==> config.mk <==
export PLATFORM = sky130hd
export DESIGN_NAME = linear_probe_hash_set
export DESIGN_NICKNAME = d
export VERILOG_FILES = /design/src/hw/rtl/lphs_pkg.sv /design/src/hw/rtl/lphs_ram.sv /design/src/hw/rtl/lphs_mod.sv /design/src/hw/rtl/linear_probe_hash_set.sv
export SDC_FILE = /design/constraint.sdc
export NUM_CORES = 1
export LEC_CHECK = 0
export BUFFER_PORTS_ARGS = -buffer_cell sky130_fd_sc_hd__buf_2
export CORE_ASPECT_RATIO = 1.5
export CORE_MARGIN = 10
export CORE_UTILIZATION = 31
export DETAILED_ROUTE_END_ITERATION = 8
export PLACE_DENSITY = 0.51
export SYNTH_ARGS = -nofsm -noshare
export SYNTH_HDL_FRONTEND = slang
export SYNTH_HIERARCHICAL = 1
export SYNTH_SLANG_ARGS = --single-unit
export TNS_END_PERCENT = 100
==> constraint.sdc <==
create_clock -name i_clk -period 5.9 [get_ports i_clk]
set_input_delay 0.59 -clock i_clk [delete_from_list [all_inputs] [get_ports i_clk]]
set_output_delay 0.59 -clock i_clk [all_outputs]
set_load 0.05 [all_outputs]
==> src/hw/rtl/lphs_pkg.sv <==
`default_nettype none
package lphs_pkg;

    localparam int CMD_W    = 2;
    localparam int VALUE_W  = 32;
    localparam int START_W  = 4;
    localparam int STATUS_W = 2;
    localparam int OCC_W    = 5;

    localparam logic [CMD_W-1:0] CMD_INSERT = 2'd0;
    localparam logic [CMD_W-1:0] CMD_REMOVE = 2'd1;
    localparam logic [CMD_W-1:0] CMD_SAMPLE = 2'd2;

    localparam logic [STATUS_W-1:0] ST_DONE  = 2'd0;
    localparam logic [STATUS_W-1:0] ST_MISS  = 2'd1;
    localparam logic [STATUS_W-1:0] ST_FULL  = 2'd2;
    localparam logic [STATUS_W-1:0] ST_EMPTY = 2'd3;

endpackage
`default_nettype wire

==> src/hw/rtl/lphs_ram.sv <==
`default_nettype none
module lphs_ram #(
    parameter int DEPTH = 16,
    parameter int WIDTH = 37
) (
    input  wire logic                     i_clk,
    input  wire logic                     i_we,
    input  wire logic [$clog2(DEPTH)-1:0] i_waddr,
    input  wire logic [WIDTH-1:0]         i_wdata,
    input  wire logic [$clog2(DEPTH)-1:0] i_raddr,
    output logic      [WIDTH-1:0]         o_rdata
);

    logic [WIDTH-1:0] r_mem [DEPTH];

    always_ff @(posedge i_clk) begin
        if (i_we) begin
            r_mem[i_waddr] <= i_wdata;
        end
    end

    always_ff @(posedge i_clk) begin
        o_rdata <= r_mem[i_raddr];
    end

endmodule
`default_nettype wire

==> src/hw/rtl/lphs_mod.sv <==
`default_nettype none
module lphs_mod
    import lphs_pkg::*;
#(
    parameter int TABLE_SIZE = 16
) (
    input  wire logic                          i_clk,
    input  wire logic                          i_rst_n,
    input  wire logic                          i_start,
    input  wire logic [VALUE_W-1:0]            i_operand,
    output logic                               o_done,
    output logic [$clog2(TABLE_SIZE)-1:0]      o_slot
);

    localparam int SW = $clog2(TABLE_SIZE);

    generate
        if ((TABLE_SIZE & (TABLE_SIZE - 1)) == 0) begin : g_pow2
            // A power-of-two size needs only the low bits of the operand.
            logic          r_done;
            logic [SW-1:0] r_slot;

            always_ff @(posedge i_clk) begin
                if (!i_rst_n) begin
                    r_done <= 1'b0;
                end else begin
                    r_done <= i_start;
                end
            end

            always_ff @(posedge i_clk) begin
                if (i_start) begin
                    r_slot <= i_operand[SW-1:0];
                end
            end

            assign o_done = r_done;
            assign o_slot = r_slot;
        end else begin : g_fold
            // The operand is folded byte by byte with the weights 2^(8i) mod
            // TABLE_SIZE, and the short sum is reduced by a reciprocal
            // multiply. The quotient estimate is at most one low, so a single
            // compare and subtract finishes the remainder.
            localparam int SUMW = SW + 10;
            localparam int K    = SUMW + SW;
            localparam int MW   = SUMW + 1;
            localparam int PW   = SUMW + MW;
            localparam int QW   = PW - K;
            localparam int RW   = SW + 1;
            localparam logic [SW-1:0]   C1    = SW'((1 << 8) % TABLE_SIZE);
            localparam logic [SW-1:0]   C2    = SW'((1 << 16) % TABLE_SIZE);
            localparam logic [SW-1:0]   C3    = SW'((1 << 24) % TABLE_SIZE);
            localparam logic [MW-1:0]   MAGIC = MW'((64'd1 << K) / 64'(TABLE_SIZE));
            localparam logic [SUMW-1:0] T_SUM = SUMW'(TABLE_SIZE);
            localparam logic [RW-1:0]   T_REM = RW'(TABLE_SIZE);

            logic [3:0]         r_stage;
            logic               r_done;
            logic [VALUE_W-1:0] r_op;
            logic [SUMW-1:0]    r_sum;
            logic [QW-1:0]      r_quot;
            logic [RW-1:0]      r_rem;
            logic [SW-1:0]      r_slot;
            logic [SUMW-1:0]    fold;
            logic [PW-1:0]      prod;

            assign fold = SUMW'(r_op[7:0])
                        + SUMW'(r_op[15:8])  * SUMW'(C1)
                        + SUMW'(r_op[23:16]) * SUMW'(C2)
                        + SUMW'(r_op[31:24]) * SUMW'(C3);
            assign prod = PW'(r_sum) * PW'(MAGIC);

            always_ff @(posedge i_clk) begin
                if (!i_rst_n) begin
                    r_stage <= '0;
                    r_done  <= 1'b0;
                end else begin
                    r_stage <= {r_stage[2:0], i_start};
                    r_done  <= r_stage[3];
                end
            end

            always_ff @(posedge i_clk) begin
                if (i_start) begin
                    r_op <= i_operand;
                end
                if (r_stage[0]) begin
                    r_sum <= fold;
                end
                if (r_stage[1]) begin
                    r_quot <= prod[PW-1:K];
                end
                if (r_stage[2]) begin
                    r_rem <= RW'(r_sum - SUMW'(r_quot) * T_SUM);
                end
                if (r_stage[3]) begin
                    r_slot <= (r_rem >= T_REM) ? SW'(r_rem - T_REM) : r_rem[SW-1:0];
                end
            end

            assign o_done = r_done;
            assign o_slot = r_slot;
        end
    endgenerate

endmodule
`default_nettype wire

==> src/hw/rtl/linear_probe_hash_set.sv <==
`default_nettype none
// Hash set of up to TABLE_SIZE signed 32-bit values with linear probing and
// backward-shift removal. Pulse start while busy is low; busy rises on the
// next cycle for insert, remove and sample of a non-empty set, and the result
// appears on o_done for exactly one cycle with no way to stall it. Each slot
// lives in one single-port-read, single-port-write memory entry (valid bit,
// home slot, value); the probe walk reads one slot per cycle. A removal then
// walks on through each entry of the run that follows the hole, reads the
// empty slot that ends that run, and clears the last hole; a run that fills
// the rest of the table has no empty slot to read. For a table size that is
// not a power of two the home slot comes from a pipelined remainder unit
// (byte folding and a reciprocal multiply). An unknown command and a sample
// of an empty set answer on the cycle after start. After reset the block
// sweeps the memory to clear the valid bits and holds busy high until the
// sweep is over.
module linear_probe_hash_set
    import lphs_pkg::*;
#(
    parameter int TABLE_SIZE = 16
) (
    input  wire logic                       i_clk,
    input  wire logic                       i_rst_n,
    input  wire logic                       start,
    output logic                            busy,
    input  wire logic [CMD_W-1:0]           i_command,
    input  wire logic signed [VALUE_W-1:0]  i_item_value,
    input  wire logic [START_W-1:0]         i_start_slot,
    output logic                            o_done,
    output logic [STATUS_W-1:0]             o_status,
    output logic signed [VALUE_W-1:0]       o_found_value,
    output logic [OCC_W-1:0]                o_occupancy
);

    localparam int SW = $clog2(TABLE_SIZE);
    localparam int CW = $clog2(TABLE_SIZE + 1);
    localparam int EW = 1 + SW + VALUE_W;
    localparam logic [SW-1:0] LAST = SW'(TABLE_SIZE - 1);

    localparam logic [2:0] S_CLEAR = 3'd0;
    localparam logic [2:0] S_IDLE  = 3'd1;
    localparam logic [2:0] S_HOME  = 3'd2;
    localparam logic [2:0] S_PROBE = 3'd3;
    localparam logic [2:0] S_SHIFT = 3'd4;
    localparam logic [2:0] S_CLOSE = 3'd5;

    function automatic logic [SW-1:0] f_next(input logic [SW-1:0] a_s);
        return (a_s == LAST) ? '0 : a_s + 1'b1;
    endfunction

    // Cyclic distance from a_from forward to a_to.
    function automatic logic [SW-1:0] f_cdist(input logic [SW-1:0] a_from,
                                              input logic [SW-1:0] a_to);
        logic [SW:0] d;
        d = {1'b0, a_to} - {1'b0, a_from};
        if (d[SW]) begin
            d = d + (SW + 1)'(TABLE_SIZE);
        end
        return d[SW-1:0];
    endfunction

    logic [2:0]          r_state, n_state;
    logic [CMD_W-1:0]    r_cmd, n_cmd;
    logic [VALUE_W-1:0]  r_value, n_value;
    logic [SW-1:0]       r_home, n_home;
    logic [SW-1:0]       r_addr, n_addr;
    logic [SW-1:0]       r_hole, n_hole;
    logic [SW-1:0]       r_n, n_n;
    logic [CW-1:0]       r_count, n_count;
    logic                r_done, n_done;
    logic [STATUS_W-1:0] r_status, n_status;
    logic [VALUE_W-1:0]  r_found, n_found;
    logic [OCC_W-1:0]    r_occ;

    logic               mod_start;
    logic [VALUE_W-1:0] mod_operand;
    logic               mod_done;
    logic [SW-1:0]      mod_slot;

    logic          ram_we;
    logic [SW-1:0] ram_waddr;
    logic [EW-1:0] ram_wdata;
    logic [SW-1:0] ram_raddr;
    logic [EW-1:0] ram_rdata;

    logic               e_valid;
    logic [SW-1:0]      e_home;
    logic [VALUE_W-1:0] e_value;

    assign e_valid = ram_rdata[EW-1];
    assign e_home  = ram_rdata[VALUE_W +: SW];
    assign e_value = ram_rdata[VALUE_W-1:0];

    lphs_mod #(
        .TABLE_SIZE(TABLE_SIZE)
    ) u_mod (
        .i_clk    (i_clk),
        .i_rst_n  (i_rst_n),
        .i_start  (mod_start),
        .i_operand(mod_operand),
        .o_done   (mod_done),
        .o_slot   (mod_slot)
    );

    lphs_ram #(
        .DEPTH(TABLE_SIZE),
        .WIDTH(EW)
    ) u_ram (
        .i_clk  (i_clk),
        .i_we   (ram_we),
        .i_waddr(ram_waddr),
        .i_wdata(ram_wdata),
        .i_raddr(ram_raddr),
        .o_rdata(ram_rdata)
    );

    assign mod_operand = (i_command == CMD_SAMPLE) ? VALUE_W'(i_start_slot)
                                                   : $unsigned(i_item_value);
    // Outside S_HOME, where the home slot is fetched, the walk fetches the slot after the one being examined.
    assign ram_raddr   = (r_state == S_HOME) ? mod_slot : f_next(r_addr);

    always_comb begin
        n_state   = r_state;
        n_cmd     = r_cmd;
        n_value   = r_value;
        n_home    = r_home;
        n_addr    = r_addr;
        n_hole    = r_hole;
        n_n       = r_n;
        n_count   = r_count;
        n_done    = 1'b0;
        n_status  = r_status;
        n_found   = r_found;
        mod_start = 1'b0;
        ram_we    = 1'b0;
        ram_waddr = r_addr;
        ram_wdata = '0;

        unique case (r_state)
            S_CLEAR: begin
                ram_we = 1'b1;
                n_addr = f_next(r_addr);
                if (r_addr == LAST) begin
                    n_state = S_IDLE;
                end
            end
            S_IDLE: begin
                if (start) begin
                    n_cmd   = i_command;
                    n_value = $unsigned(i_item_value);
                    n_found = '0;
                    if (i_command == CMD_INSERT || i_command == CMD_REMOVE ||
                        (i_command == CMD_SAMPLE && r_count != '0)) begin
                        mod_start = 1'b1;
                        n_state   = S_HOME;
                    end else begin
                        n_done   = 1'b1;
                        n_status = (i_command == CMD_SAMPLE) ? ST_EMPTY : ST_MISS;
                    end
                end
            end
            S_HOME: begin
                if (mod_done) begin
                    n_home  = mod_slot;
                    n_addr  = mod_slot;
                    n_n     = '0;
                    n_state = S_PROBE;
                end
            end
            S_PROBE: begin
                n_addr = f_next(r_addr);
                n_n    = r_n + 1'b1;
                case (r_cmd)
                    CMD_INSERT: begin
                        if (!e_valid) begin
                            ram_we    = 1'b1;
                            ram_wdata = {1'b1, r_home, r_value};
                            n_count   = r_count + 1'b1;
                            n_status  = ST_DONE;
                            n_done    = 1'b1;
                            n_state   = S_IDLE;
                        end else if (e_value == r_value) begin
                            n_status = ST_MISS;
                            n_done   = 1'b1;
                            n_state  = S_IDLE;
                        end else if (r_n == LAST) begin
                            n_status = ST_FULL;
                            n_done   = 1'b1;
                            n_state  = S_IDLE;
                        end
                    end
                    CMD_REMOVE: begin
                        if (!e_valid || (e_value != r_value && r_n == LAST)) begin
                            n_status = ST_MISS;
                            n_done   = 1'b1;
                            n_state  = S_IDLE;
                        end else if (e_value == r_value) begin
                            n_hole  = r_addr;
                            n_count = r_count - 1'b1;
                            n_n     = SW'(1);
                            n_state = S_SHIFT;
                        end
                    end
                    default: begin
                        if (e_valid) begin
                            n_found  = e_value;
                            n_status = ST_DONE;
                            n_done   = 1'b1;
                            n_state  = S_IDLE;
                        end else if (r_n == LAST) begin
                            n_status = ST_EMPTY;
                            n_done   = 1'b1;
                            n_state  = S_IDLE;
                        end
                    end
                endcase
            end
            S_SHIFT: begin
                n_addr = f_next(r_addr);
                n_n    = r_n + 1'b1;
                if (!e_valid) begin
                    n_state = S_CLOSE;
                end else begin
                    // The entry may fill the hole only if the hole lies on its
                    // path from the home slot.
                    if (f_cdist(e_home, r_addr) >= f_cdist(r_hole, r_addr)) begin
                        ram_we    = 1'b1;
                        ram_waddr = r_hole;
                        ram_wdata = ram_rdata;
                        n_hole    = r_addr;
                    end
                    if (r_n == LAST) begin
                        n_state = S_CLOSE;
                    end
                end
            end
            S_CLOSE: begin
                // The last hole of the shift is only now marked empty.
                ram_we    = 1'b1;
                ram_waddr = r_hole;
                n_status  = ST_DONE;
                n_done    = 1'b1;
                n_state   = S_IDLE;
            end
            default: begin
                n_state = S_IDLE;
            end
        endcase
    end

    always_ff @(posedge i_clk) begin
        if (!i_rst_n) begin
            r_state <= S_CLEAR;
            r_addr  <= '0;
            r_count <= '0;
            r_done  <= 1'b0;
            r_occ   <= '0;
        end else begin
            r_state <= n_state;
            r_addr  <= n_addr;
            r_count <= n_count;
            r_done  <= n_done;
            if (n_done) begin
                r_occ <= OCC_W'(n_count);
            end
        end
    end

    always_ff @(posedge i_clk) begin
        r_cmd    <= n_cmd;
        r_value  <= n_value;
        r_home   <= n_home;
        r_hole   <= n_hole;
        r_n      <= n_n;
        r_status <= n_status;
        r_found  <= n_found;
    end

    assign busy          = (r_state != S_IDLE);
    assign o_done        = r_done;
    assign o_status      = r_status;
    assign o_found_value = $signed(r_found);
    assign o_occupancy   = r_occ;

endmodule
`default_nettype wire

==> summary.json, run 1 <==
{
  "cts": {
    "cts.sink_count": 732,
    "cts-hold-fix-buffers": 0,
    "root_buf_cell": "sky130_fd_sc_hd__clkbuf_16",
    "htree_levels": 3,
    "cts_clock_pin_slew_for_the_worst_setup_and_hold_paths_ns": 0.06,
    "tritoncts_clock_tree": "built",
    "post-cts-setup-buffer-count": 0,
    "total_clock_buffers_created_by_cts": 70,
    "clock_path_buffers": 3,
    "cts_repair_resize_count": 0,
    "clk-insertion-delay-late_ns": 0.63
  },
  "detailed_routing": {
    "drt-initial-drc-count": 1142,
    "remaining_drc_errors": 0,
    "postRouteWirelength_mm": 71.1,
    "route.vias.total": 14000,
    "post_drt_wl_per_cell_um": 25.8,
    "first_pass_iters": 5,
    "postRouteAntennaNets": 0,
    "post_drt_via_cell_ratio": 5.06
  },
  "layout": {
    "antennaDiodeCount": 0,
    "final_nets": 1597,
    "post_route_cells_drive_above_1_share": 0.267,
    "area_growth_syn_to_layout_pct": 15.4,
    "post_layout_utilization_of_the_core": 0.362
  },
  "sta": {
    "fin_tns_setup_ns": 0,
    "finalClockSkew_ns": 0.0331,
    "worst_slack_ns": 0.810,
    "setup_viol_count_final": 0,
    "min_period_ns": 5.09,
    "tightest_slew_ns": 1.15,
    "timing.final.hold_violations": 0,
    "max-slew-margin-rel": 0.234,
    "final_period_util": 0.863,
    "timing.final.max_slew_violations": 0,
    "grt_setup_unrepaired": "no",
    "max_freq_mhz": 196
  },
  "min_path": {
    "timing.hold.worst.start": "i_item_value[31]",
    "type_of_the_tightest_min_delay_check": "in -> reg",
    "hold_path_depth": 1,
    "hold_path_end": "r_value[31]"
  },
  "logic_synthesis": {
    "postSynthNetCount": 1483,
    "gate_count_post_synth": 1426,
    "per_instance_average_area_after_synthesis_um2": 19.9,
    "mappedNetlistArea_um2": 28400,
    "synth.yosys.warnings": 6
  },
  "pwr": {
    "leakagePower_uw": 0.00996,
    "power.net_switching_uw": 5490,
    "pwr_density_cell_nw_per_um2": 516,
    "vdd_drop_max_mv": 0.703,
    "power_frac_comb": 0.321,
    "power.switching_fraction": 0.325,
    "clock_power_share": 0.275,
    "p_int_uw": 11400,
    "seq_power_share": 0.404
  },
  "worst_setup_path": {
    "path_buf_inv": 3,
    "ff2ff_path_depth": 14,
    "worstSetupEndpointType": "register",
    "critical_path.max_fanout": 37,
    "worst-endpoint-required_ns": 6.14,
    "r2r_start": "r_addr[0]",
    "r2r_end": "u_ram/r_mem[7][4]",
    "cell_family_contributing_the_most_delay_on_the_critical_path": "compound AO/OA/AOI/OAI gates",
    "critical_path.max_stage_delay_ns": 0.63,
    "cp-start-kind": "register",
    "worst_path_max_delay_cell": "sky130_fd_sc_hd__mux2i_1",
    "worstPathCellList": "inv_1, ha_1, inv_1, fa_1, ha_1, o31a_1, o21a_1, o21ai_0, a21oi_1, o211a_1, mux2i_1, nand2_1, nor2_4, buf_4",
    "critical_path_arrival_ns": 5.33,
    "timing.reg2reg.setup_slack_ns": 0.81,
    "setup.worst_path.class": "reg -> reg"
  },
  "floorplanning": {
    "floorplan.core_area_um2": 90500,
    "die_w_um": 267,
    "total_die_area_um2": 104000,
    "design.portCount": 82,
    "chipHeight_um": 391,
    "start_util": 0.313,
    "rows": 135
  },
  "global_routing": {
    "grt.overflow.total": 0,
    "grt_first_pass_wirelength_mm": 104,
    "grt_use_total": 0.137,
    "first_global_vias": 14900,
    "maximum_number_of_pins_on_one_net_before_global_route_repair": 94,
    "number_of_antenna_violations_at_the_first_check_in_global_routing": 3
  },
  "placement": {
    "pre_cts_setup_slack_ns": 0.836,
    "place_congestion": 0.765,
    "port-buffer-count": 81,
    "hpwlAfterDp_mm": 41.6
  },
  "outcome": {
    "status": "finished, final reports clean"
  },
  "flow_run": {
    "max_cap_viol_count": 0
  }
}
[area by class of cell]
type | instances | area [um2]
Inverter | 20 | 75.1
Multi-Input combinational cell | 601 | 6660
Clock inverter | 42 | 448
Tap cell | 1164 | 1460
Clock buffer | 86 | 1930
Sequential cell | 732 | 21400
Fill cell | 8324 | 57800
Timing Repair Buffer | 115 | 773
[how the worst max path moves through the flow]
stage                          from            endpoint  slack (ns)  depth (start not counted)
after floorplan           r_addr[0]   u_ram/r_mem[4][0]       0.002                         13
after global placement    r_addr[0]  u_ram/r_mem[7][23]        0.92                         14
after detailed placement  r_addr[0]  u_ram/r_mem[7][13]        0.84                         14
after CTS                 r_addr[0]   u_ram/r_mem[7][4]        0.82                         14
after global routing      r_addr[0]   u_ram/r_mem[7][4]        0.55                         14
final                     r_addr[0]   u_ram/r_mem[7][4]        0.81                         14
[layout by cell type, fill, tap and decap left out, drive strengths merged, types with 36 or more instances in the layout]
cell type  count
edfxtp       676
mux4         148
buf          115
clkbuf        86
a22oi         74
nand2         57
dfxtp         56
and2          43
xnor2         40
nor2          37
a22o          36
[layer usage]
layer / share of wire / GRT usage / vias to the layer above
met5: 0 / 0 / -
met4: 0.024 / 0.0474 / 0
met3: 0.057 / 0.0238 / 88
met2: 0.51 / 0.233 / 449
met1: 0.41 / 0.173 / 7383
li1: - / - / 6039
[through the flow]
| stage | instances | hold slack (ns) | instance area (um2) | power (uW) |
|---|---|---|---|---|
| finish | 2760 | 0.142 | 32800 | 16900 |
| global route | 2760 | 0.122 | 32800 | 17700 |
| CTS | 2760 | 0.101 | 32800 | 17200 |
| detailed placement | 2632 | 0.504 | 30400 | 12500 |
| global placement | 2632 | 0.506 | 30400 | 12500 |
| floorplan | 1426 | 0.406 | 28400 | 10600 |
[registers in the layout, indices dropped and copies added, names as in the netlist]
signal and flops:
r_hole 4, r_value 32, r_addr 4, u_mod/o_slot 4
u_mod/o_done 1, o_status 2, u_ram/r_mem 592, o_occupancy 5
o_done 1, r_home 4, u_ram/o_rdata 37, r_n 4
r_count 5, r_cmd 2, r_state 3, o_found_value 32
[power groups by stage]
stage	clock network (uW)	logic [uW]	registers (uW)
after floorplan	0	3770	6860
after global placement	0	5540	6920
after detailed placement	0	5530	6940
after CTS	4780	5550	6840
after global routing	4970	5840	6890
final	4650	5420	6830
Power figures use the tool's default switching activity.
==> inputs of run 2 (changes only) <==
--- a/config.mk
+++ b/config.mk
@@ -5,7 +5,7 @@
 export SDC_FILE = /design/constraint.sdc
 export NUM_CORES = 1
 export LEC_CHECK = 0
-export BUFFER_PORTS_ARGS = -buffer_cell sky130_fd_sc_hd__buf_2
+export BUFFER_PORTS_ARGS = -buffer_cell sky130_fd_sc_hd__buf_4
 export CORE_ASPECT_RATIO = 1.5
 export CORE_MARGIN = 10
 export CORE_UTILIZATION = 31
==> run 2 against run 1 <==
  * Critical path depth is the same
  * Combinational power grew 0.9%
  * Sequential power is essentially flat
  * Worst hold slack lost 0.0085 ns
  * First-iteration DRC count shrank 1.5%
  * Non-clock buffer count is the same
  * Die area is the same
  * Critical path type unchanged
==> summary.json, run 2 (same netlist as run 1, synthesis figures left out) <==
{
  "cts": {
    "root_buf_cell": "sky130_fd_sc_hd__clkbuf_16",
    "total_clock_buffers_created_by_cts": {"value": 72, "change": "+2.9%"},
    "cts_repair_resize_count": {"value": 0, "change": "unchanged"},
    "htree_levels": {"value": 3, "change": "unchanged"},
    "cts.sink_count": {"value": 732, "change": "unchanged"},
    "tritoncts_clock_tree": "built",
    "cts-hold-fix-buffers": {"value": 0, "change": "unchanged"},
    "clock_path_buffers": {"value": 3, "change": "unchanged"},
    "clk-insertion-delay-late": {"value": 0.63, "unit": "ns", "change": "about the same"},
    "cts_clock_pin_slew_for_the_worst_setup_and_hold_paths": {"value": 0.07, "unit": "ns", "change": "about the same"},
    "post-cts-setup-buffer-count": {"value": 0, "change": "unchanged"}
  },
  "sta": {
    "max-slew-margin-rel": {"value": 0.382, "change": "+0.148"},
    "final_period_util": {"value": 0.874, "change": "+0.0116"},
    "tightest_slew": {"value": 0.928, "unit": "ns", "change": "-0.219 ns"},
    "fin_tns_setup": {"value": 0, "unit": "ns", "change": "unchanged"},
    "setup_viol_count_final": {"value": 0, "change": "unchanged"},
    "timing.final.hold_violations": {"value": 0, "change": "unchanged"},
    "max_freq": {"value": 194, "unit": "MHz", "change": "-1.3%"},
    "min_period": {"value": 5.16, "unit": "ns", "change": "+0.0683 ns"},
    "grt_setup_unrepaired": "no",
    "finalClockSkew": {"value": 0.0282, "unit": "ns", "change": "-0.00490 ns"},
    "timing.final.max_slew_violations": {"value": 0, "change": "unchanged"},
    "fin_hold_ws": {"value": 0.133, "unit": "ns", "change": "-0.00851 ns"}
  },
  "floorplanning": {
    "floorplan.core_area": {"value": 90500, "unit": "um2", "change": "unchanged"},
    "chipHeight": {"value": 391, "unit": "um", "change": "unchanged"},
    "die_w": {"value": 267, "unit": "um", "change": "unchanged"},
    "rows": {"value": 135, "change": "unchanged"},
    "design.portCount": {"value": 82, "change": "unchanged"},
    "start_util": {"value": 0.313, "change": "unchanged"},
    "total_die_area": {"value": 104000, "unit": "um2", "change": "unchanged"}
  },
  "pwr": {
    "pwr_density_cell": {"value": 517, "unit": "nW/um2", "change": "+0.30%"},
    "leakagePower": {"value": 0.0101, "unit": "uW", "change": "+0.97%"},
    "vdd_drop_max": {"value": 0.408, "unit": "mV", "change": "-42%"}
  },
  "worst_setup_path": {
    "setup.worst_path.class": "reg -> reg",
    "critical_path_arrival": {"value": 5.48, "unit": "ns", "change": "+0.15 ns"},
    "worst-endpoint-required": {"value": 6.22, "unit": "ns", "change": "+0.08 ns"},
    "cp-start-kind": "register",
    "critical_path.max_fanout": {"value": 21, "change": "-43%"},
    "worstSetupEndpointType": "register"
  },
  "detailed_routing": {
    "remaining_drc_errors": {"value": 0, "change": "unchanged"},
    "first_pass_iters": {"value": 5, "change": "unchanged"},
    "route.vias.total": {"value": 14000, "change": "+0.54%"},
    "postRouteWirelength": {"value": 71.9, "unit": "mm", "change": "+1.2%"},
    "drt-initial-drc-count": {"value": 1125, "change": "-1.5%"},
    "postRouteAntennaNets": {"value": 0, "change": "unchanged"},
    "post_drt_via_cell_ratio": {"value": 5.08, "change": "+0.47%"},
    "post_drt_wl_per_cell": {"value": 26.0, "unit": "um", "change": "+1.1%"}
  },
  "layout": {
    "layout.filler_cells": {"value": 8357, "change": "+0.40%"},
    "most_common_cell_after_layout_fill_and_taps_aside": "sky130_fd_sc_hd__edfxtp_1",
    "post_route_cells_drive_above_1_share": {"value": 0.266, "change": "-0.000960"},
    "ff_latch_area": {"value": 21400, "unit": "um2", "change": "unchanged"},
    "reg_top3": "u_ram/r_mem x592, u_ram/o_rdata x37",
    "final_nets": {"value": 1599, "change": "+0.13%"},
    "regMostFlops": "u_ram/r_mem",
    "layout.cells.most_common_list": "sky130_fd_sc_hd__edfxtp_1 (676), sky130_fd_sc_hd__mux4_2 (148), sky130_fd_sc_hd__buf_4 (105)",
    "max_reg_flops": {"value": 592, "change": "unchanged"},
    "area_growth_syn_to_layout_pct": 16.5,
    "antennaDiodeCount": {"value": 0, "change": "unchanged"},
    "multi_input_comb_area": {"value": 6660, "unit": "um2", "change": "unchanged"}
  },
  "global_routing": {
    "grt_first_pass_wirelength": {"value": 105, "unit": "mm", "change": "+0.85%"},
    "grt_use_total": {"value": 0.138, "change": "+0.00161"},
    "maximum_number_of_pins_on_one_net_before_global_route_repair": {"value": 93, "change": "-1.1%"},
    "number_of_antenna_violations_at_the_first_check_in_global_routing": {"value": 3, "change": "unchanged"},
    "first_global_vias": {"value": 14800, "change": "-0.13%"},
    "grt.overflow.total": {"value": 0, "change": "unchanged"}
  },
  "flow_run": {
    "max_cap_viol_count": {"value": 0, "change": "unchanged"}
  },
  "outcome": {
    "status": "finished, final reports clean"
  },
  "placement": {
    "port-buffer-count": {"value": 81, "change": "unchanged"},
    "hpwlAfterDp": {"value": 43.4, "unit": "mm", "change": "+4.3%"},
    "place_congestion": {"value": 0.763, "change": "-0.25%"}
  },
  "min_path": {
    "type_of_the_tightest_min_delay_check": "in -> reg"
  }
}
-- run 2: cell types whose count changed in the layout (fill, tap and decap cells not counted) --
cell and change:
sky130_fd_sc_hd__clkinv_4 +1, sky130_fd_sc_hd__clkinv_2 -4, sky130_fd_sc_hd__inv_8 +1, sky130_fd_sc_hd__buf_2 -81, sky130_fd_sc_hd__clkbuf_16 +2, sky130_fd_sc_hd__clkbuf_1 +10, sky130_fd_sc_hd__buf_12 +1, sky130_fd_sc_hd__inv_6 -1
sky130_fd_sc_hd__clkinv_1 -7, sky130_fd_sc_hd__clkbuf_8 -2, sky130_fd_sc_hd__bufinv_16 +2, sky130_fd_sc_hd__buf_4 +80
-- run 2: worst max-delay path, cell delays in order (launching register included) --
cell and delay [ns]:
sky130_fd_sc_hd__dfxtp_1 0.49, sky130_fd_sc_hd__inv_1 0.15, sky130_fd_sc_hd__ha_1 0.22, sky130_fd_sc_hd__inv_1 0.09, sky130_fd_sc_hd__fa_1 0.42, sky130_fd_sc_hd__ha_1 0.30
sky130_fd_sc_hd__o31a_1 0.11, sky130_fd_sc_hd__o21a_1 0.17, sky130_fd_sc_hd__o21ai_0 0.45, sky130_fd_sc_hd__a21oi_1 0.14, sky130_fd_sc_hd__o211a_1 0.31, sky130_fd_sc_hd__mux2i_1 0.68
sky130_fd_sc_hd__nand2b_1 0.44, sky130_fd_sc_hd__nor2_4 0.60, sky130_fd_sc_hd__buf_12 0.27
-- run 2: power by group --
group	internal, uW	switching [uW]	total [uW]
clock network	2830	1970	4800
logic	2280	3200	5470
registers	6480	351	6830
-- run 2: worst paths after layout --
kind / from / end / slack (ns) / cells past startpoint
max: r_addr[0] / u_ram/r_mem[6][5] / 0.74 / 14
min: i_item_value[24] / r_value[24] / 0.13 / 1
max reg2reg: r_addr[0] / u_ram/r_mem[6][5] / 0.74 / 14
min reg2reg: u_mod/o_slot[0] / r_home[0] / 0.52 / 0
-- run 2: metrics by stage --
stage               cell area, um2  power (uW)   util  std cells  setup slack [ns]
floorplan                    28400       10600      -       1426           0.00246
finish                       33100       17100  0.365       2762             0.742
global placement             30600       12500  0.338       2632             0.846
detailed placement           30600       12500  0.338       2632             0.722
CTS                          33100       17400  0.365       2762             0.722
global route                 33100       17900  0.365       2762             0.389
-- run 2: area by class of cell --
class / instances / share of cell area
sequential: 732 / 0.648
clock buffer: 96 / 0.0601
inverter: 20 / 0.00227
tap: 1164 / 0.0440
clock inverter: 34 / 0.0143
multi-input combinational: 601 / 0.202
timing repair buffer: 115 / 0.0299
-- run 2: metal layers --
| layer | vias to the layer above | wire, um | global-route usage |
|---|---|---|---|
| li1 | 6044 | - | - |
| met1 | 7519 | 29800 | 0.173 |
| met2 | 387 | 36500 | 0.235 |
| met3 | 85 | 3900 | 0.0286 |
| met4 | 0 | 1750 | 0.0457 |
| met5 | - | 0 | 0 |
